**config.mk**
```make
export PLATFORM = sky130hd
export DESIGN_NAME = at_command_line_parser_top_flat
export DESIGN_NICKNAME = d
export VERILOG_FILES = /design/src/hdl/atp_pkg.sv /design/src/hdl/atp_ifs.sv /design/src/hdl/atp_front.sv /design/src/hdl/atp_queue.sv /design/src/hdl/atp_parser.sv /design/src/hdl/at_command_line_parser_top.sv /design/src/flat_wrapper.sv
export SDC_FILE = /design/constraint.sdc
export NUM_CORES = 1
export LEC_CHECK = 0
export BUFFER_PORTS_ARGS = -buffer_cell sky130_fd_sc_hd__buf_2
export CORE_MARGIN = 4
export CORE_UTILIZATION = 55
export DETAILED_ROUTE_END_ITERATION = 8
export GPL_TIMING_DRIVEN = 0
export PLACE_DENSITY_LB_ADDON = 0.08
export SLEW_MARGIN = 15
export SYNTH_ARGS = -nofsm -noshare
export SYNTH_HDL_FRONTEND = slang
export SYNTH_HIERARCHICAL = 1
export SYNTH_SLANG_ARGS = --single-unit
export TNS_END_PERCENT = 50
```
**constraint.sdc**
```tcl
create_clock -name clock -period 14.7 [get_ports clock]
set_input_delay 3.675 -clock clock [delete_from_list [all_inputs] [get_ports clock]]
set_output_delay 3.675 -clock clock [all_outputs]
set_load 0.01 [all_outputs]
```
**src/hdl/atp_pkg.sv**
```systemverilog
package atp_pkg;

   // Sizing of the parser.
   localparam int HASH_SPAN   = 5;
   localparam int NAME_MAX    = 10;
   localparam int LINE_MAX    = 255;
   localparam int LEN_W       = $clog2(LINE_MAX + 1);
   localparam int SUM_W       = ((LEN_W > 8) ? LEN_W : 8) + 2;
   localparam int QUEUE_DEPTH = 2;
   localparam int PTR_W       = (QUEUE_DEPTH > 1) ? $clog2(QUEUE_DEPTH) : 1;
   localparam int CNT_W       = $clog2(QUEUE_DEPTH + 1);

   localparam logic [6:0] RADIX_RESET = 7'd38;

   // Character codes.
   localparam logic [7:0] CHAR_NUL   = 8'h00;
   localparam logic [7:0] CHAR_LF    = 8'h0A;
   localparam logic [7:0] CHAR_CR    = 8'h0D;
   localparam logic [7:0] CHAR_HASH  = 8'h23;
   localparam logic [7:0] CHAR_DOLLAR = 8'h24;
   localparam logic [7:0] CHAR_PCT   = 8'h25;
   localparam logic [7:0] CHAR_STAR  = 8'h2A;
   localparam logic [7:0] CHAR_PLUS  = 8'h2B;
   localparam logic [7:0] CHAR_ZERO  = 8'h30;
   localparam logic [7:0] CHAR_NINE  = 8'h39;
   localparam logic [7:0] CHAR_EQUAL = 8'h3D;
   localparam logic [7:0] CHAR_QMARK = 8'h3F;
   localparam logic [7:0] CHAR_UP_A  = 8'h41;
   localparam logic [7:0] CHAR_UP_T  = 8'h54;
   localparam logic [7:0] CHAR_UP_Z  = 8'h5A;
   localparam logic [7:0] CHAR_CARET = 8'h5E;
   localparam logic [7:0] CHAR_LO_A  = 8'h61;
   localparam logic [7:0] CHAR_LO_T  = 8'h74;
   localparam logic [7:0] CHAR_LO_Z  = 8'h7A;

   // Command mode codes.
   localparam logic [2:0] MODE_NONE   = 3'd0;
   localparam logic [2:0] MODE_ACTIVE = 3'd1;
   localparam logic [2:0] MODE_READ   = 3'd2;
   localparam logic [2:0] MODE_TEST   = 3'd3;
   localparam logic [2:0] MODE_EXEC   = 3'd4;

   // One classified byte as it travels from the front end to the parser.
   typedef struct packed {
      logic [7:0]       char_byte;
      logic             is_term;
      logic             is_a;
      logic             is_t;
      logic             is_ext_prefix;
      logic             is_err_prefix;
      logic             is_equal;
      logic             is_qmark;
      logic             is_alnum;
      logic [5:0]       code;
      logic [LEN_W-1:0] pos;
      logic             ovf;
   } atp_entry_type;

endpackage

```
**src/hdl/atp_ifs.sv**
```systemverilog
// Command byte channel.
interface atp_req_if;
   logic       valid;
   logic       ready;
   logic [7:0] char_in;

   modport source (output valid, output char_in, input ready);
   modport sink (input valid, input char_in, output ready);
endinterface

// Parse result channel.
interface atp_rsp_if;
   logic        valid;
   logic        ready;
   logic        status;
   logic        cmd_kind;
   logic [2:0]  cmd_mode;
   logic [31:0] hash_first;
   logic [31:0] hash_second;
   logic [7:0]  name_length;
   logic [7:0]  prefix_byte;

   modport source (output valid, output status, output cmd_kind, output cmd_mode,
                   output hash_first, output hash_second, output name_length,
                   output prefix_byte, input ready);
   modport sink (input valid, input status, input cmd_kind, input cmd_mode,
                 input hash_first, input hash_second, input name_length,
                 input prefix_byte, output ready);
endinterface

```
**src/hdl/atp_front.sv**
```systemverilog
module atp_front
   import atp_pkg::*;
(
   input  logic          clock,
   input  logic          reset,
   atp_req_if.sink       req_if,
   output logic          push_valid,
   input  logic          push_ready,
   output atp_entry_type push_entry
);

   logic [LEN_W-1:0] line_len_ff, line_len_in;
   logic             ovf_ff, ovf_in;
   logic [7:0]       c;
   logic             is_term;
   logic             is_upper;
   logic             is_lower;
   logic             is_digit;
   logic             room;
   logic             keep;
   logic             accept;

   assign c = req_if.char_in;

   // Character classes.
   assign is_term  = (c == CHAR_CR) || (c == CHAR_LF) || (c == CHAR_NUL);
   assign is_upper = (c >= CHAR_UP_A) && (c <= CHAR_UP_Z);
   assign is_lower = (c >= CHAR_LO_A) && (c <= CHAR_LO_Z);
   assign is_digit = (c >= CHAR_ZERO) && (c <= CHAR_NINE);
   assign room     = line_len_ff < LEN_W'(LINE_MAX);

   // Bytes past the line limit and terminators of empty lines are dropped here.
   assign keep       = is_term ? ((line_len_ff != '0) || ovf_ff) : room;
   assign accept     = req_if.valid && req_if.ready;
   assign req_if.ready = push_ready;
   assign push_valid = req_if.valid && keep;

   always_comb begin
      push_entry               = '0;
      push_entry.char_byte     = c;
      push_entry.is_term       = is_term;
      push_entry.is_a          = (c == CHAR_UP_A) || (c == CHAR_LO_A);
      push_entry.is_t          = (c == CHAR_UP_T) || (c == CHAR_LO_T);
      push_entry.is_ext_prefix = (c == CHAR_PLUS) || (c == CHAR_HASH);
      push_entry.is_err_prefix = (c == CHAR_PCT) || (c == CHAR_STAR) ||
                                 (c == CHAR_CARET) || (c == CHAR_DOLLAR);
      push_entry.is_equal      = c == CHAR_EQUAL;
      push_entry.is_qmark      = c == CHAR_QMARK;
      push_entry.is_alnum      = is_upper || is_lower || is_digit;
      if (is_upper) begin
         push_entry.code = 6'(c - CHAR_UP_A);
      end else if (is_lower) begin
         push_entry.code = 6'(c - CHAR_LO_A);
      end else if (is_digit) begin
         push_entry.code = 6'(c - CHAR_ZERO);
      end
      push_entry.pos = line_len_ff;
      push_entry.ovf = ovf_ff;
   end

   // Line length and overflow tracking.
   always_comb begin
      line_len_in = line_len_ff;
      ovf_in      = ovf_ff;
      if (accept) begin
         if (is_term) begin
            line_len_in = '0;
            ovf_in      = 1'b0;
         end else if (room) begin
            line_len_in = line_len_ff + 1'b1;
         end else begin
            ovf_in = 1'b1;
         end
      end
   end

   always_ff @(posedge clock) begin
      if (reset) begin
         line_len_ff <= '0;
         ovf_ff      <= 1'b0;
      end else begin
         line_len_ff <= line_len_in;
         ovf_ff      <= ovf_in;
      end
   end

endmodule

```
**src/hdl/atp_queue.sv**
```systemverilog
module atp_queue
   import atp_pkg::*;
(
   input  logic          clock,
   input  logic          reset,
   input  logic          push_valid,
   output logic          push_ready,
   input  atp_entry_type push_entry,
   output logic          pop_valid,
   input  logic          pop_ready,
   output atp_entry_type pop_entry
);

   atp_entry_type    slot_ff [QUEUE_DEPTH];
   logic [PTR_W-1:0] wr_ptr_ff, wr_ptr_in;
   logic [PTR_W-1:0] rd_ptr_ff, rd_ptr_in;
   logic [CNT_W-1:0] count_ff, count_in;
   logic             do_push;
   logic             do_pop;

   assign push_ready = count_ff != CNT_W'(QUEUE_DEPTH);
   assign pop_valid  = count_ff != '0;
   assign pop_entry  = slot_ff[rd_ptr_ff];
   assign do_push    = push_valid && push_ready;
   assign do_pop     = pop_valid && pop_ready;

   // Pointer and fill count update.
   always_comb begin
      wr_ptr_in = wr_ptr_ff;
      rd_ptr_in = rd_ptr_ff;
      count_in  = count_ff;
      if (do_push) begin
         wr_ptr_in = (wr_ptr_ff == PTR_W'(QUEUE_DEPTH - 1)) ? '0 : wr_ptr_ff + 1'b1;
      end
      if (do_pop) begin
         rd_ptr_in = (rd_ptr_ff == PTR_W'(QUEUE_DEPTH - 1)) ? '0 : rd_ptr_ff + 1'b1;
      end
      if (do_push && !do_pop) begin
         count_in = count_ff + 1'b1;
      end else if (do_pop && !do_push) begin
         count_in = count_ff - 1'b1;
      end
   end

   always_ff @(posedge clock) begin
      if (reset) begin
         wr_ptr_ff <= '0;
         rd_ptr_ff <= '0;
         count_ff  <= '0;
      end else begin
         wr_ptr_ff <= wr_ptr_in;
         rd_ptr_ff <= rd_ptr_in;
         count_ff  <= count_in;
      end
   end

   // Entry storage needs no reset.
   always_ff @(posedge clock) begin
      if (do_push) begin
         slot_ff[wr_ptr_ff] <= push_entry;
      end
   end

endmodule

```
**src/hdl/atp_parser.sv**
```systemverilog
module atp_parser
   import atp_pkg::*;
(
   input  logic          clock,
   input  logic          reset,
   input  logic [6:0]    hash_radix,
   input  logic          pop_valid,
   output logic          pop_ready,
   input  atp_entry_type pop_entry,
   atp_rsp_if.source     rsp_if
);

   typedef enum logic [2:0] {
      PH_SEEK_A,
      PH_SEEK_T,
      PH_PREFIX,
      PH_NAME,
      PH_QMARK,
      PH_EQUAL,
      PH_EQ_QMARK,
      PH_DONE
   } phase_type;

   phase_type        phase_ff, phase_in;
   logic [31:0]      hash_one_ff, hash_one_in;
   logic [31:0]      hash_two_ff, hash_two_in;
   logic [5:0]       last_code_ff, last_code_in;
   logic [7:0]       name_cnt_ff, name_cnt_in;
   logic [2:0]       mode_ff, mode_in;
   logic             kind_ff, kind_in;
   logic [7:0]       prefix_ff, prefix_in;
   logic             err_ff, err_in;
   logic [LEN_W-1:0] at_pos_ff, at_pos_in;

   logic             rsp_valid_ff, rsp_valid_in;
   logic             rsp_status_ff, rsp_status_in;
   logic             rsp_kind_ff, rsp_kind_in;
   logic [2:0]       rsp_mode_ff, rsp_mode_in;
   logic [31:0]      rsp_hash_one_ff, rsp_hash_one_in;
   logic [31:0]      rsp_hash_two_ff, rsp_hash_two_in;
   logic [7:0]       rsp_len_ff, rsp_len_in;
   logic [7:0]       rsp_prefix_ff, rsp_prefix_in;

   logic             out_busy;
   logic             take;
   logic             term_take;
   logic [5:0]       code_new;
   logic [31:0]      acc_sel;
   logic [31:0]      mac_sum;
   logic [SUM_W-1:0] ext_len;
   logic [SUM_W-1:0] line_len;

   // A terminator waits while the result register is still occupied.
   assign out_busy  = rsp_valid_ff && !rsp_if.ready;
   assign pop_ready = !(pop_entry.is_term && out_busy);
   assign take      = pop_valid && pop_ready;
   assign term_take = take && pop_entry.is_term;

   // Multiply-add for one name character.
   assign code_new = pop_entry.is_alnum ? pop_entry.code : last_code_ff;
   assign acc_sel  = (name_cnt_ff < 8'(HASH_SPAN)) ? hash_one_ff : hash_two_ff;
   assign mac_sum  = 32'(acc_sel * 32'(hash_radix)) + 32'(code_new) + 32'd1;

   // Reported lengths before saturation.
   assign ext_len  = SUM_W'(at_pos_ff) + SUM_W'(3) + SUM_W'(name_cnt_ff);
   assign line_len = SUM_W'(pop_entry.pos);

   always_comb begin
      phase_in     = phase_ff;
      hash_one_in  = hash_one_ff;
      hash_two_in  = hash_two_ff;
      last_code_in = last_code_ff;
      name_cnt_in  = name_cnt_ff;
      mode_in      = mode_ff;
      kind_in      = kind_ff;
      prefix_in    = prefix_ff;
      err_in       = err_ff;
      at_pos_in    = at_pos_ff;

      rsp_valid_in    = rsp_valid_ff && !rsp_if.ready;
      rsp_status_in   = rsp_status_ff;
      rsp_kind_in     = rsp_kind_ff;
      rsp_mode_in     = rsp_mode_ff;
      rsp_hash_one_in = rsp_hash_one_ff;
      rsp_hash_two_in = rsp_hash_two_ff;
      rsp_len_in      = rsp_len_ff;
      rsp_prefix_in   = rsp_prefix_ff;

      if (term_take) begin
         // Build the result of the finished line.
         rsp_valid_in    = 1'b1;
         rsp_status_in   = 1'b0;
         rsp_kind_in     = 1'b0;
         rsp_mode_in     = MODE_NONE;
         rsp_hash_one_in = '0;
         rsp_hash_two_in = '0;
         rsp_len_in      = '0;
         rsp_prefix_in   = '0;
         if (pop_entry.ovf || (phase_ff == PH_SEEK_A) || (phase_ff == PH_SEEK_T)) begin
            rsp_status_in = 1'b1;
         end else if ((phase_ff == PH_PREFIX) || ((phase_ff == PH_DONE) && !kind_ff)) begin
            rsp_len_in    = (line_len > SUM_W'(255)) ? 8'hFF : line_len[7:0];
            rsp_prefix_in = (phase_ff == PH_PREFIX) ? pop_entry.char_byte : prefix_ff;
         end else if (err_ff) begin
            rsp_status_in = 1'b1;
            rsp_kind_in   = 1'b1;
            rsp_prefix_in = prefix_ff;
         end else begin
            rsp_kind_in     = 1'b1;
            rsp_hash_one_in = hash_one_ff;
            rsp_hash_two_in = hash_two_ff;
            rsp_len_in      = (ext_len > SUM_W'(255)) ? 8'hFF : ext_len[7:0];
            rsp_prefix_in   = prefix_ff;
            case (phase_ff)
               PH_NAME: begin
                  rsp_mode_in = MODE_ACTIVE;
               end
               PH_QMARK: begin
                  rsp_mode_in = MODE_READ;
               end
               PH_EQUAL: begin
                  rsp_mode_in = MODE_EXEC;
               end
               PH_EQ_QMARK: begin
                  rsp_mode_in = MODE_TEST;
               end
               default: begin
                  rsp_mode_in = mode_ff;
               end
            endcase
         end

         // Start the next line from a clean state.
         phase_in     = PH_SEEK_A;
         hash_one_in  = '0;
         hash_two_in  = '0;
         last_code_in = '0;
         name_cnt_in  = '0;
         mode_in      = MODE_NONE;
         kind_in      = 1'b0;
         prefix_in    = '0;
         err_in       = 1'b0;
         at_pos_in    = '0;
      end else if (take) begin
         // Advance the line parser by one byte.
         case (phase_ff)
            PH_SEEK_A: begin
               if (pop_entry.is_a) begin
                  phase_in  = PH_SEEK_T;
                  at_pos_in = pop_entry.pos;
               end
            end
            PH_SEEK_T: begin
               if (pop_entry.is_t) begin
                  phase_in = PH_PREFIX;
               end else if (pop_entry.is_a) begin
                  at_pos_in = pop_entry.pos;
               end else begin
                  phase_in = PH_SEEK_A;
               end
            end
            PH_PREFIX: begin
               prefix_in = pop_entry.char_byte;
               if (pop_entry.is_ext_prefix) begin
                  kind_in  = 1'b1;
                  phase_in = PH_NAME;
               end else if (pop_entry.is_err_prefix) begin
                  kind_in  = 1'b1;
                  err_in   = 1'b1;
                  phase_in = PH_DONE;
               end else begin
                  kind_in  = 1'b0;
                  phase_in = PH_DONE;
               end
            end
            PH_NAME: begin
               if (pop_entry.is_equal) begin
                  phase_in = PH_EQUAL;
               end else if (pop_entry.is_qmark) begin
                  phase_in = PH_QMARK;
               end else begin
                  last_code_in = code_new;
                  if (name_cnt_ff < 8'(HASH_SPAN)) begin
                     hash_one_in = mac_sum;
                  end else if (name_cnt_ff < 8'(NAME_MAX)) begin
                     hash_two_in = mac_sum;
                  end
                  if (name_cnt_ff != 8'hFF) begin
                     name_cnt_in = name_cnt_ff + 8'd1;
                  end
               end
            end
            PH_QMARK, PH_EQ_QMARK: begin
               mode_in  = MODE_NONE;
               phase_in = PH_DONE;
            end
            PH_EQUAL: begin
               if (pop_entry.is_qmark) begin
                  phase_in = PH_EQ_QMARK;
               end else begin
                  mode_in  = MODE_EXEC;
                  phase_in = PH_DONE;
               end
            end
            default: begin
               phase_in = phase_ff;
            end
         endcase
      end
   end

   // Parser state and the result register.
   always_ff @(posedge clock) begin
      if (reset) begin
         phase_ff     <= PH_SEEK_A;
         hash_one_ff  <= '0;
         hash_two_ff  <= '0;
         last_code_ff <= '0;
         name_cnt_ff  <= '0;
         mode_ff      <= MODE_NONE;
         kind_ff      <= 1'b0;
         prefix_ff    <= '0;
         err_ff       <= 1'b0;
         at_pos_ff    <= '0;
         rsp_valid_ff <= 1'b0;
      end else begin
         phase_ff     <= phase_in;
         hash_one_ff  <= hash_one_in;
         hash_two_ff  <= hash_two_in;
         last_code_ff <= last_code_in;
         name_cnt_ff  <= name_cnt_in;
         mode_ff      <= mode_in;
         kind_ff      <= kind_in;
         prefix_ff    <= prefix_in;
         err_ff       <= err_in;
         at_pos_ff    <= at_pos_in;
         rsp_valid_ff <= rsp_valid_in;
      end
      rsp_status_ff   <= rsp_status_in;
      rsp_kind_ff     <= rsp_kind_in;
      rsp_mode_ff     <= rsp_mode_in;
      rsp_hash_one_ff <= rsp_hash_one_in;
      rsp_hash_two_ff <= rsp_hash_two_in;
      rsp_len_ff      <= rsp_len_in;
      rsp_prefix_ff   <= rsp_prefix_in;
   end

   assign rsp_if.valid       = rsp_valid_ff;
   assign rsp_if.status      = rsp_status_ff;
   assign rsp_if.cmd_kind    = rsp_kind_ff;
   assign rsp_if.cmd_mode    = rsp_mode_ff;
   assign rsp_if.hash_first  = rsp_hash_one_ff;
   assign rsp_if.hash_second = rsp_hash_two_ff;
   assign rsp_if.name_length = rsp_len_ff;
   assign rsp_if.prefix_byte = rsp_prefix_ff;

   // While searching for AT nothing has been hashed or counted.
   a_seek_clean: assert property (@(posedge clock) disable iff (reset)
      (phase_ff == PH_SEEK_A) |-> (hash_one_ff == '0) && (hash_two_ff == '0) &&
                                  (name_cnt_ff == '0))
      else $error("parser state not clean while searching for AT");

   // Name characters are only counted once an extended prefix was seen.
   a_count_phase: assert property (@(posedge clock) disable iff (reset)
      (name_cnt_ff != '0) |-> (phase_ff == PH_NAME) || (phase_ff == PH_QMARK) ||
                              (phase_ff == PH_EQUAL) || (phase_ff == PH_EQ_QMARK) ||
                              (phase_ff == PH_DONE))
      else $error("name count outside extended command");

   // Basic lines and lines that fail before the prefix carry no hash and no mode.
   a_basic_result: assert property (@(posedge clock) disable iff (reset)
      (rsp_valid_ff && !rsp_kind_ff) |-> (rsp_hash_one_ff == '0) &&
                                         (rsp_hash_two_ff == '0) &&
                                         (rsp_mode_ff == MODE_NONE))
      else $error("basic result with hash or mode");

   // A new result appears only after a terminator was taken.
   a_result_source: assert property (@(posedge clock) disable iff (reset)
      $rose(rsp_valid_ff) |-> $past(term_take))
      else $error("result without terminator");

endmodule

```
**src/hdl/at_command_line_parser_top.sv**
```systemverilog
// AT command line parser.
//
// Command line bytes arrive on req_if, one per transfer. Leading bytes are
// skipped up to the first AT; a CR, LF or NUL ends the line and yields one
// transfer on rsp_if with status, kind, mode, two name hashes, the name
// length and the prefix byte. A terminator on an empty line yields nothing.
// The user writes the hash multiplier through csr_wr_en and csr_wr_data only
// while the block is idle, which the block does not enforce; it resets to 38.
//
// A front end classifies each byte and tracks the line length, a two entry
// queue decouples it from the parser, which runs the line state machine and
// one 32 by 7 multiply-add per name byte. One byte is taken every cycle while
// the queue has room and no terminator waits on the result register. A
// terminator passes through the queue and the result register before its
// result is valid on rsp_if. When the receiver stalls, the result is held;
// the parser keeps taking bytes of the next line and only stops at that
// line's terminator, after which the queue fills and req_if.ready falls.
// Reset clears the parser, the queue and the result valid flag, and sets the
// multiplier to its default value.
module at_command_line_parser_top
   import atp_pkg::*;
(
   input  logic       clock,
   input  logic       reset,
   atp_req_if.sink    req_if,
   atp_rsp_if.source  rsp_if,
   input  logic       csr_wr_en,
   input  logic [6:0] csr_wr_data
);

   logic [6:0]    radix_ff, radix_in;
   logic          push_valid;
   logic          push_ready;
   atp_entry_type push_entry;
   logic          pop_valid;
   logic          pop_ready;
   atp_entry_type pop_entry;

   // Hash multiplier register.
   assign radix_in = csr_wr_en ? csr_wr_data : radix_ff;

   always_ff @(posedge clock) begin
      if (reset) begin
         radix_ff <= RADIX_RESET;
      end else begin
         radix_ff <= radix_in;
      end
   end

   atp_front u_front (
      .clock      (clock),
      .reset      (reset),
      .req_if     (req_if),
      .push_valid (push_valid),
      .push_ready (push_ready),
      .push_entry (push_entry)
   );

   atp_queue u_queue (
      .clock      (clock),
      .reset      (reset),
      .push_valid (push_valid),
      .push_ready (push_ready),
      .push_entry (push_entry),
      .pop_valid  (pop_valid),
      .pop_ready  (pop_ready),
      .pop_entry  (pop_entry)
   );

   atp_parser u_parser (
      .clock      (clock),
      .reset      (reset),
      .hash_radix (radix_ff),
      .pop_valid  (pop_valid),
      .pop_ready  (pop_ready),
      .pop_entry  (pop_entry),
      .rsp_if     (rsp_if)
   );

endmodule
```
**src/flat_wrapper.sv**
```systemverilog
// flat-port wrapper written by rule: the top's interface ports become plain ports
module at_command_line_parser_top_flat import atp_pkg::*;
  (clock, reset, csr_wr_en, csr_wr_data, req_if_valid, req_if_char_in, req_if_ready, rsp_if_valid, rsp_if_status, rsp_if_cmd_kind, rsp_if_cmd_mode, rsp_if_hash_first, rsp_if_hash_second, rsp_if_name_length, rsp_if_prefix_byte, rsp_if_ready);
  atp_req_if req_if_i ();
  atp_rsp_if rsp_if_i ();
  input  logic clock;
  input  logic reset;
  input  logic csr_wr_en;
  input  logic [6:0] csr_wr_data;
  input wire logic [$bits(req_if_i.valid)-1:0] req_if_valid;
  input wire logic [$bits(req_if_i.char_in)-1:0] req_if_char_in;
  output wire logic [$bits(req_if_i.ready)-1:0] req_if_ready;
  output wire logic [$bits(rsp_if_i.valid)-1:0] rsp_if_valid;
  output wire logic [$bits(rsp_if_i.status)-1:0] rsp_if_status;
  output wire logic [$bits(rsp_if_i.cmd_kind)-1:0] rsp_if_cmd_kind;
  output wire logic [$bits(rsp_if_i.cmd_mode)-1:0] rsp_if_cmd_mode;
  output wire logic [$bits(rsp_if_i.hash_first)-1:0] rsp_if_hash_first;
  output wire logic [$bits(rsp_if_i.hash_second)-1:0] rsp_if_hash_second;
  output wire logic [$bits(rsp_if_i.name_length)-1:0] rsp_if_name_length;
  output wire logic [$bits(rsp_if_i.prefix_byte)-1:0] rsp_if_prefix_byte;
  input wire logic [$bits(rsp_if_i.ready)-1:0] rsp_if_ready;
  assign req_if_i.valid = req_if_valid;
  assign req_if_i.char_in = req_if_char_in;
  assign req_if_ready = req_if_i.ready;
  assign rsp_if_valid = rsp_if_i.valid;
  assign rsp_if_status = rsp_if_i.status;
  assign rsp_if_cmd_kind = rsp_if_i.cmd_kind;
  assign rsp_if_cmd_mode = rsp_if_i.cmd_mode;
  assign rsp_if_hash_first = rsp_if_i.hash_first;
  assign rsp_if_hash_second = rsp_if_i.hash_second;
  assign rsp_if_name_length = rsp_if_i.name_length;
  assign rsp_if_prefix_byte = rsp_if_i.prefix_byte;
  assign rsp_if_i.ready = rsp_if_ready;
  at_command_line_parser_top u_core (.clock(clock), .reset(reset), .req_if(req_if_i), .rsp_if(rsp_if_i), .csr_wr_en(csr_wr_en), .csr_wr_data(csr_wr_data));
endmodule
```
[After elaboration in Yosys (flattened, before gate mapping)]
Memory sizes are Yosys's and may differ from the RTL's. A register that Yosys moved wholly into a read port is not among the register bits.
Cells that the tools add are included.
Word-level totals
  register bits: 208
  bits in latches: 0
  RAM bits: 62
  memory bits (read-only): 0
  input bits: 20
  output and inout port bits: 87
  logic and storage cells: 182
  memories: 1
Memories
  u_core.u_queue.slot_ff: words 2, width 31, rd ports 1, clocked after memory_dff 1, wr ports 1, line atp_queue.sv:14  | atp_entry_type slot_ff [QUEUE_DEPTH];
Cells by class
  add/sub/neg operators: 13
  $mul: 1
  div/mod/pow operators: 0
  order comparisons: 11
  equal/unequal tests: 29
  shift operators: 0
  multiplexer cells: 44
  bitwise logic cells: 4
  reductions and logical operators: 55
Operators with widths (count)
  $mux 8: 10
  $eq 8x6->1 const B: 7
  $eq 8x7->1 const B: 5
  $add 32x1->32 const B: 1
  $add 32x6->32: 1
  $mul 32x7->32: 1
  $mux 32: 1
  $mux 6: 4
  $mux 3: 7
  $pmux 3 s6: 1
  $add 8x1->8 const B: 2
  $eq 8x4->1 const B: 2
  $ge 8x7->1 const B: 2
  $le 8x7->1 const B: 2
  $mux 1: 16
  $pmux 8 s2: 1
  $reduce_and 5->1: 3
  $logic_or 1x1->1: 14
  $logic_and 1x1->1: 13
  $eq 3x3->1 const B: 4
  $pmux 3 s4: 1
  $sub 6x6->6 const B: 2
  $add 9x8->10: 1
  $gt 10x8->1 const B: 1
  other kinds (33): 55

[Longest topological paths before layout]
  depth in word-level cells: 10
  mapped depth: 28
  depth with buffers taken out: 24

[Cells and area by module]
The synthesis kept the hierarchy.
Modules (own cells, without submodules)
  atp_parser: times used 1, cells an instance 1491, area an instance 14340.0 µm², sequential area each 4574.4 µm²
  atp_queue: times used 1, cells an instance 120, area an instance 2448.6 µm², sequential area each 1961.9 µm²
  atp_front: times used 1, cells an instance 157, area an instance 1154.9 µm², sequential area each 180.2 µm²
  at_command_line_parser_top: times used 1, cells an instance 22, area an instance 259.0 µm², sequential area each 140.1 µm²

[Least setup slack after synthesis]
Ideal clock, no wire load.
  path kind: input to register
  from: input port rsp_if_ready
  to: register u_core.u_parser.at_pos_ff[0]
  library setup time: 0.128 ns
  arrival time: 7.094 ns
  data required time: 14.572 ns
  setup slack: 7.479 ns
  stages on the path: 7
  path buffers: 3
  cells stage by stage: nand2b_1 and3_1 or2_2 clkbuf_1 buf_1 buf_1 nor2_1
Between the ends
  word-level cells in the longest chain between the ends: 7
  elaborated cells on any way between the ends: 8
  those cells by class: 8 x reduce/logical
RTL lines
  from (decl): line flat_wrapper.sv:21  | input wire logic [$bits(rsp_if_i.ready)-1:0] rsp_if_ready;
  $logic_not 1->1: line atp_parser.sv:54  | assign out_busy = rsp_valid_ff && !rsp_if.ready;
  $logic_and 1x1->1: line atp_parser.sv:54
  $logic_and 1x1->1: line atp_parser.sv:55  | assign pop_ready = !(pop_entry.is_term && out_busy);
  $logic_not 1->1: line atp_parser.sv:55
  $logic_and 1x1->1: line atp_parser.sv:56  | assign take = pop_valid && pop_ready;
  $logic_and 1x1->1: line atp_parser.sv:57  | assign term_take = take && pop_entry.is_term;
  net u_core.u_parser.term_take: line atp_parser.sv:46  | logic term_take;
  $reduce_or 2->1 (no source line)
  to (signal assigned): line atp_parser.sv:236  | at_pos_ff <= at_pos_in;
  to (decl): line atp_parser.sv:33  | logic [LEN_W-1:0] at_pos_ff, at_pos_in;
The timed path passes the listed nets, and every way through them passes these cells.
A chain may end at the register's enable or synchronous reset.

[Worst setup path after layout]
  from: register u_core.u_parser.name_cnt_ff[7]
  to: register u_core.u_parser.hash_two_ff[31]
Between the ends
  word-level cells in the longest chain between the ends: 5
  elaborated cells on any way between the ends: 8
  those cells by class: 2 x add/sub; 1 x mul; 2 x order compare; 1 x mux; 1 x bitwise; 1 x reduce/logical
RTL lines
  from (decl): line atp_parser.sv:28  | logic [7:0] name_cnt_ff, name_cnt_in;
  from (signal assigned): line atp_parser.sv:231  | name_cnt_ff <= name_cnt_in;
  $lt 8x3->1: line atp_parser.sv:61, atp_parser.sv:183
  $mux 32: line atp_parser.sv:61  | assign acc_sel = (name_cnt_ff < 8'(HASH_SPAN)) ? hash_one_ff : hash_two_ff;
  $mul 32x7->32: line atp_parser.sv:62  | assign mac_sum = 32'(acc_sel * 32'(hash_radix)) + 32'(code_new) + 32'd1;
  $add 32x6->32: line atp_parser.sv:62
  $add 32x1->32: line atp_parser.sv:62
  to (signal assigned): line atp_parser.sv:229  | hash_two_ff <= hash_two_in;
  to (decl): line atp_parser.sv:26  | logic [31:0] hash_two_ff, hash_two_in;
Parallel ways exist; a longest one is shown, timed or not.

==> impl_metrics.csv <==
group,metric,value,unit
yosys,avgSynthCellArea,10.2,um2
floorplanning,rows,66,
yosys,yosysTopAreaCellShare,0.243,
setup_path,reg2regPathDepth,22,
setup_path,crit_start,"u_core/u_parser/name_cnt_ff[7]",
route,vias,13200,
yosys,yosys_warnings,6,
setup_path,critical_path.max_fanout,10,
route,routed_wl,46.3,mm
placement,io_buffers,103,
cts,cts_root_buf,"clkbuf_16",
yosys,synthFlopType,"edfxtp_1",
placement,dp_hpwl,35.4,mm
yosys,ys_top_cells_by_area,"edfxtp_1 (24%), fa_1 (15%), dfxtp_1 (13%), ha_1 (6.5%), nor2b_1 (4.2%)",
floorplanning,initial_utilization,0.558,
sta,slew_viol_final,0,
yosys,ys_types,80,
setup_path,cp.depth,22,
cts,cts_tree,"done",
cts,cts_resized,0,
cts,clock_path_buffers,3,
route,dr.pass1.iters,6,
layout,syn_to_final_growth,11.6,%
placement,place_congestion,0.915,
setup_path,slowest_delay,0.82,ns
yosys,syn-cell-area,0.0182,mm2
cts,numCtsBuffers,29,
yosys,synthArstFlopShare,0,
global_route,antenna_found_initial,2,
floorplanning,io_pins,107,
power,p_leak,8.66,nW
yosys,synth_top_cell_by_area,"edfxtp_1",
setup_path,worstSetupPathType,"reg -> reg",
setup_path,startpoint_type,"flip-flop",
sta,whs,0.461,ns
sta,post-route-min-period,7.94,ns
global_route,overflow,0,
sta,relSlewSlack,0.266,
setup_path,endpoint_kind,"flip-flop",
layout,final_nets,2180,
global_route,grt_usage,0.258,
setup_path,crit_path_cell_trace,"nor4_2, nor3b_2, buf_6, clkbuf_1, buf_2, mux2i_1, nor2b_1, fa_1, fa_1, fa_1, fa_1, ha_1, clkbuf_1, a21oi_1, o21ai_0, a211oi_1, a21oi_1, o21a_1, o41ai_1, o21ai_1, xnor2_1, a211oi_1",
cts,clk_pin_slew,0.06,ns
setup_path,worst_ep_required_time,15.11,ns
layout,final_util,0.623,
layout,drive_gt1_frac,0.126,
cts,ctsHoldBuffers,0,
outcome,run_status,"finished, final reports clean",
sta,rsz0062_at_grt,"no",
hold_path,hold_class,"reg -> reg",
global_route,grt_pass1_wl,73.5,mm
cts,clkSinkCount,269,
sta,min_period_over_period,0.540,
global_route,grt_pass1_vias,13300,
floorplanning,dieArea,0.0361,mm2
setup_path,worstReg2RegStart,"u_core/u_parser/name_cnt_ff[7]",
yosys,synth-seq-cells,269,
sta,fin_setup_tns,0,ns
route,ant_nets,0,
global_route,grt_max_degree,51,
sta,worst_clock_skew,0.0134,ns
floorplanning,die_y,190,um
cts,post_cts_buffers,0,
floorplanning,die_x,190,um
sta,hold_viol,0,
sta,setup_violations,0,
route,vias_per_cell,5.51,
setup_path,worstSetupEndpoint,"u_core/u_parser/hash_two_ff[31]",
yosys,yosysSeqAreaShare,0.377,
yosys,synth_nets,2044,
setup_path,path_delay_family,"adder cells",
yosys,synth-edff-count,147,
cts,cts_max_level,1,
sta,worst_pin_slew,1.09,ns
route,drt-initial-drc-count,970,
yosys,syn-instance-count,1790,
flow_run,maxCapViolations,0,
floorplanning,core-area,0.0326,mm2
setup_path,r2r-end,"u_core/u_parser/hash_two_ff[31]",
route,wl_per_cell,19.3,um
sta,fmax,126,MHz
layout,n_antenna_cell,0,
power,p_per_area,105,mW/mm2
route,drt_drc_violations_left,0,
setup_path,slowest_stage,"mux2i_1",
cts,clkLatencyLatePin,0.56,ns
power,ir_worst_vdd,0.104,mV
setup_path,path_buf_inv,4,
setup_path,crit_top_cell,"fa_1",
setup_path,r2r_setup_slack,6.76,ns
setup_path,critical_path_arrival,8.35,ns
power by group:
| group | internal [mW] | leakage, nW | switching (mW) | total [mW] |
|---|---|---|---|---|
| clock network | 0.448 | 0.496 | 0.305 | 0.753 |
| logic | 0.158 | 5.78 | 0.290 | 0.448 |
| registers | 0.901 | 2.38 | 0.0294 | 0.930 |
| total | 1.51 | 8.66 | 0.625 | 2.13 |
cells by family after synthesis:
group	synth area share
xor gates and xnor gates	0.0254
muxes	0.0519
and+or+nand+nor	0.180
buffers and inverters	0.0618
adders and majority gates	0.218
DFF	0.377
AOI/OAI and AO/OA	0.0859
Yosys cell counts (all sizes together), types with 3 or more instances:
cell type / number
nand4: 13
nor2: 98
and3: 11
nand2b: 27
a2111oi: 3
nand3: 11
clkbuf: 54
nand2: 175
edfxtp: 147
and2: 104
dfxtp: 122
nand3b: 8
nor4: 6
or3: 5
a21oi: 101
o31a: 3
o21a: 4
o211ai: 4
a22o: 12
buf: 27
a211oi: 21
o22ai: 5
a21o: 12
nor3: 15
nor2b: 125
or2: 4
mux2i: 43
a211o: 5
mux2: 45
xor2: 15
nor3b: 3
nor4b: 5
o21ai: 39
a221o: 3
ha: 95
a31oi: 8
and2b: 4
a221oi: 3
inv: 199
a311o: 4
fa: 139
o21bai: 6
xnor2: 37
layout by cell type, fill, tap and decap left out, drive strengths merged, types with 5 or more instances in the layout:
cell    count
or3         5
a21oi     101
and2      104
nor4b       5
mux2i      43
fa        139
nand4      13
nor4        6
buf       132
nand3      11
clkbuf     96
a211o       5
inv       204
xor2       15
o21bai      6
nor3       15
mux2       45
xnor2      37
nor2b     125
ha         95
a22o       12
o22ai       5
dfxtp     122
nand2     175
edfxtp    147
a21o       12
nand3b      8
nand2b     27
a211oi     21
a31oi       8
and3       11
o21ai      39
nor2       98
metal layers:
metal	part of all wire	wire [um]	track usage
met4	0.020	943	0.0548
met3	0.056	2570	0.0297
met5	0	0	0
met2	0.45	20800	0.405
met1	0.47	21900	0.390
per-stage QoR:
step	std cells	worst slack (ns)	area [um2]	power, mW
6_report	2391	6.76	20300	2.13
5_1_grt	2391	6.28	20300	2.23
4_1_cts	2391	6.77	20300	2.15
3_5_place_dp	2337	6.80	19300	1.39
3_3_place_gp	2335	5.86	19300	1.39
2_1_floorplan	1790	7.48	18200	1.23
how the worst min path moves through the flow:
stage / startpoint / end / cells after the start
5_1_grt: u_core/u_parser/prefix_ff[0] / u_core/u_parser/prefix_ff[0] / 2
3_5_place_dp: u_core/u_parser/prefix_ff[4] / u_core/u_parser/prefix_ff[4] / 2
2_1_floorplan: u_core/u_parser/prefix_ff[0] / u_core/u_parser/prefix_ff[0] / 2
4_1_cts: u_core/u_parser/prefix_ff[4] / u_core/u_parser/prefix_ff[4] / 2
6_report: u_core/u_parser/prefix_ff[4] / u_core/u_parser/prefix_ff[4] / 2
3_3_place_gp: u_core/u_parser/prefix_ff[0] / u_core/u_parser/prefix_ff[0] / 2
worst register-to-register path: stages (launching register included):
cell,delay [ns]
dfxtp_1,0.39
nor4_2,0.32
nor3b_2,0.22
buf_6,0.18
clkbuf_1,0.46
buf_2,0.46
mux2i_1,0.82
nor2b_1,0.17
fa_1,0.59
fa_1,0.45
fa_1,0.53
fa_1,0.50
ha_1,0.30
clkbuf_1,0.18
a21oi_1,0.18
o21ai_0,0.21
a211oi_1,0.29
a21oi_1,0.18
o21a_1,0.24
o41ai_1,0.41
o21ai_1,0.16
xnor2_1,0.41
a211oi_1,0.15
flip-flops by register name (all words and copies together) (netlist names), 32 cells and up, named ones only:
| name | flops |
|---|---|
| u_core/u_parser/hash_two_ff | 32 |
| u_core/u_parser/rsp_if.hash_second | 32 |
| u_core/u_queue/slot_ff | 62 |
| u_core/u_parser/rsp_if.hash_first | 32 |
| u_core/u_parser/hash_one_ff | 32 |
cell type report:
class                   count  area (um2)
clock buffers              42         870
multi-input cells        1241       10200
plain buffers              81         378
repair buffers            105         556
inverters                 199         747
well taps                 442         553
fillers                  2726       12300
flip-flops and latches    269        6860
clock inverters            12         133
No activity file was read; power rests on OpenSTA's default activity.
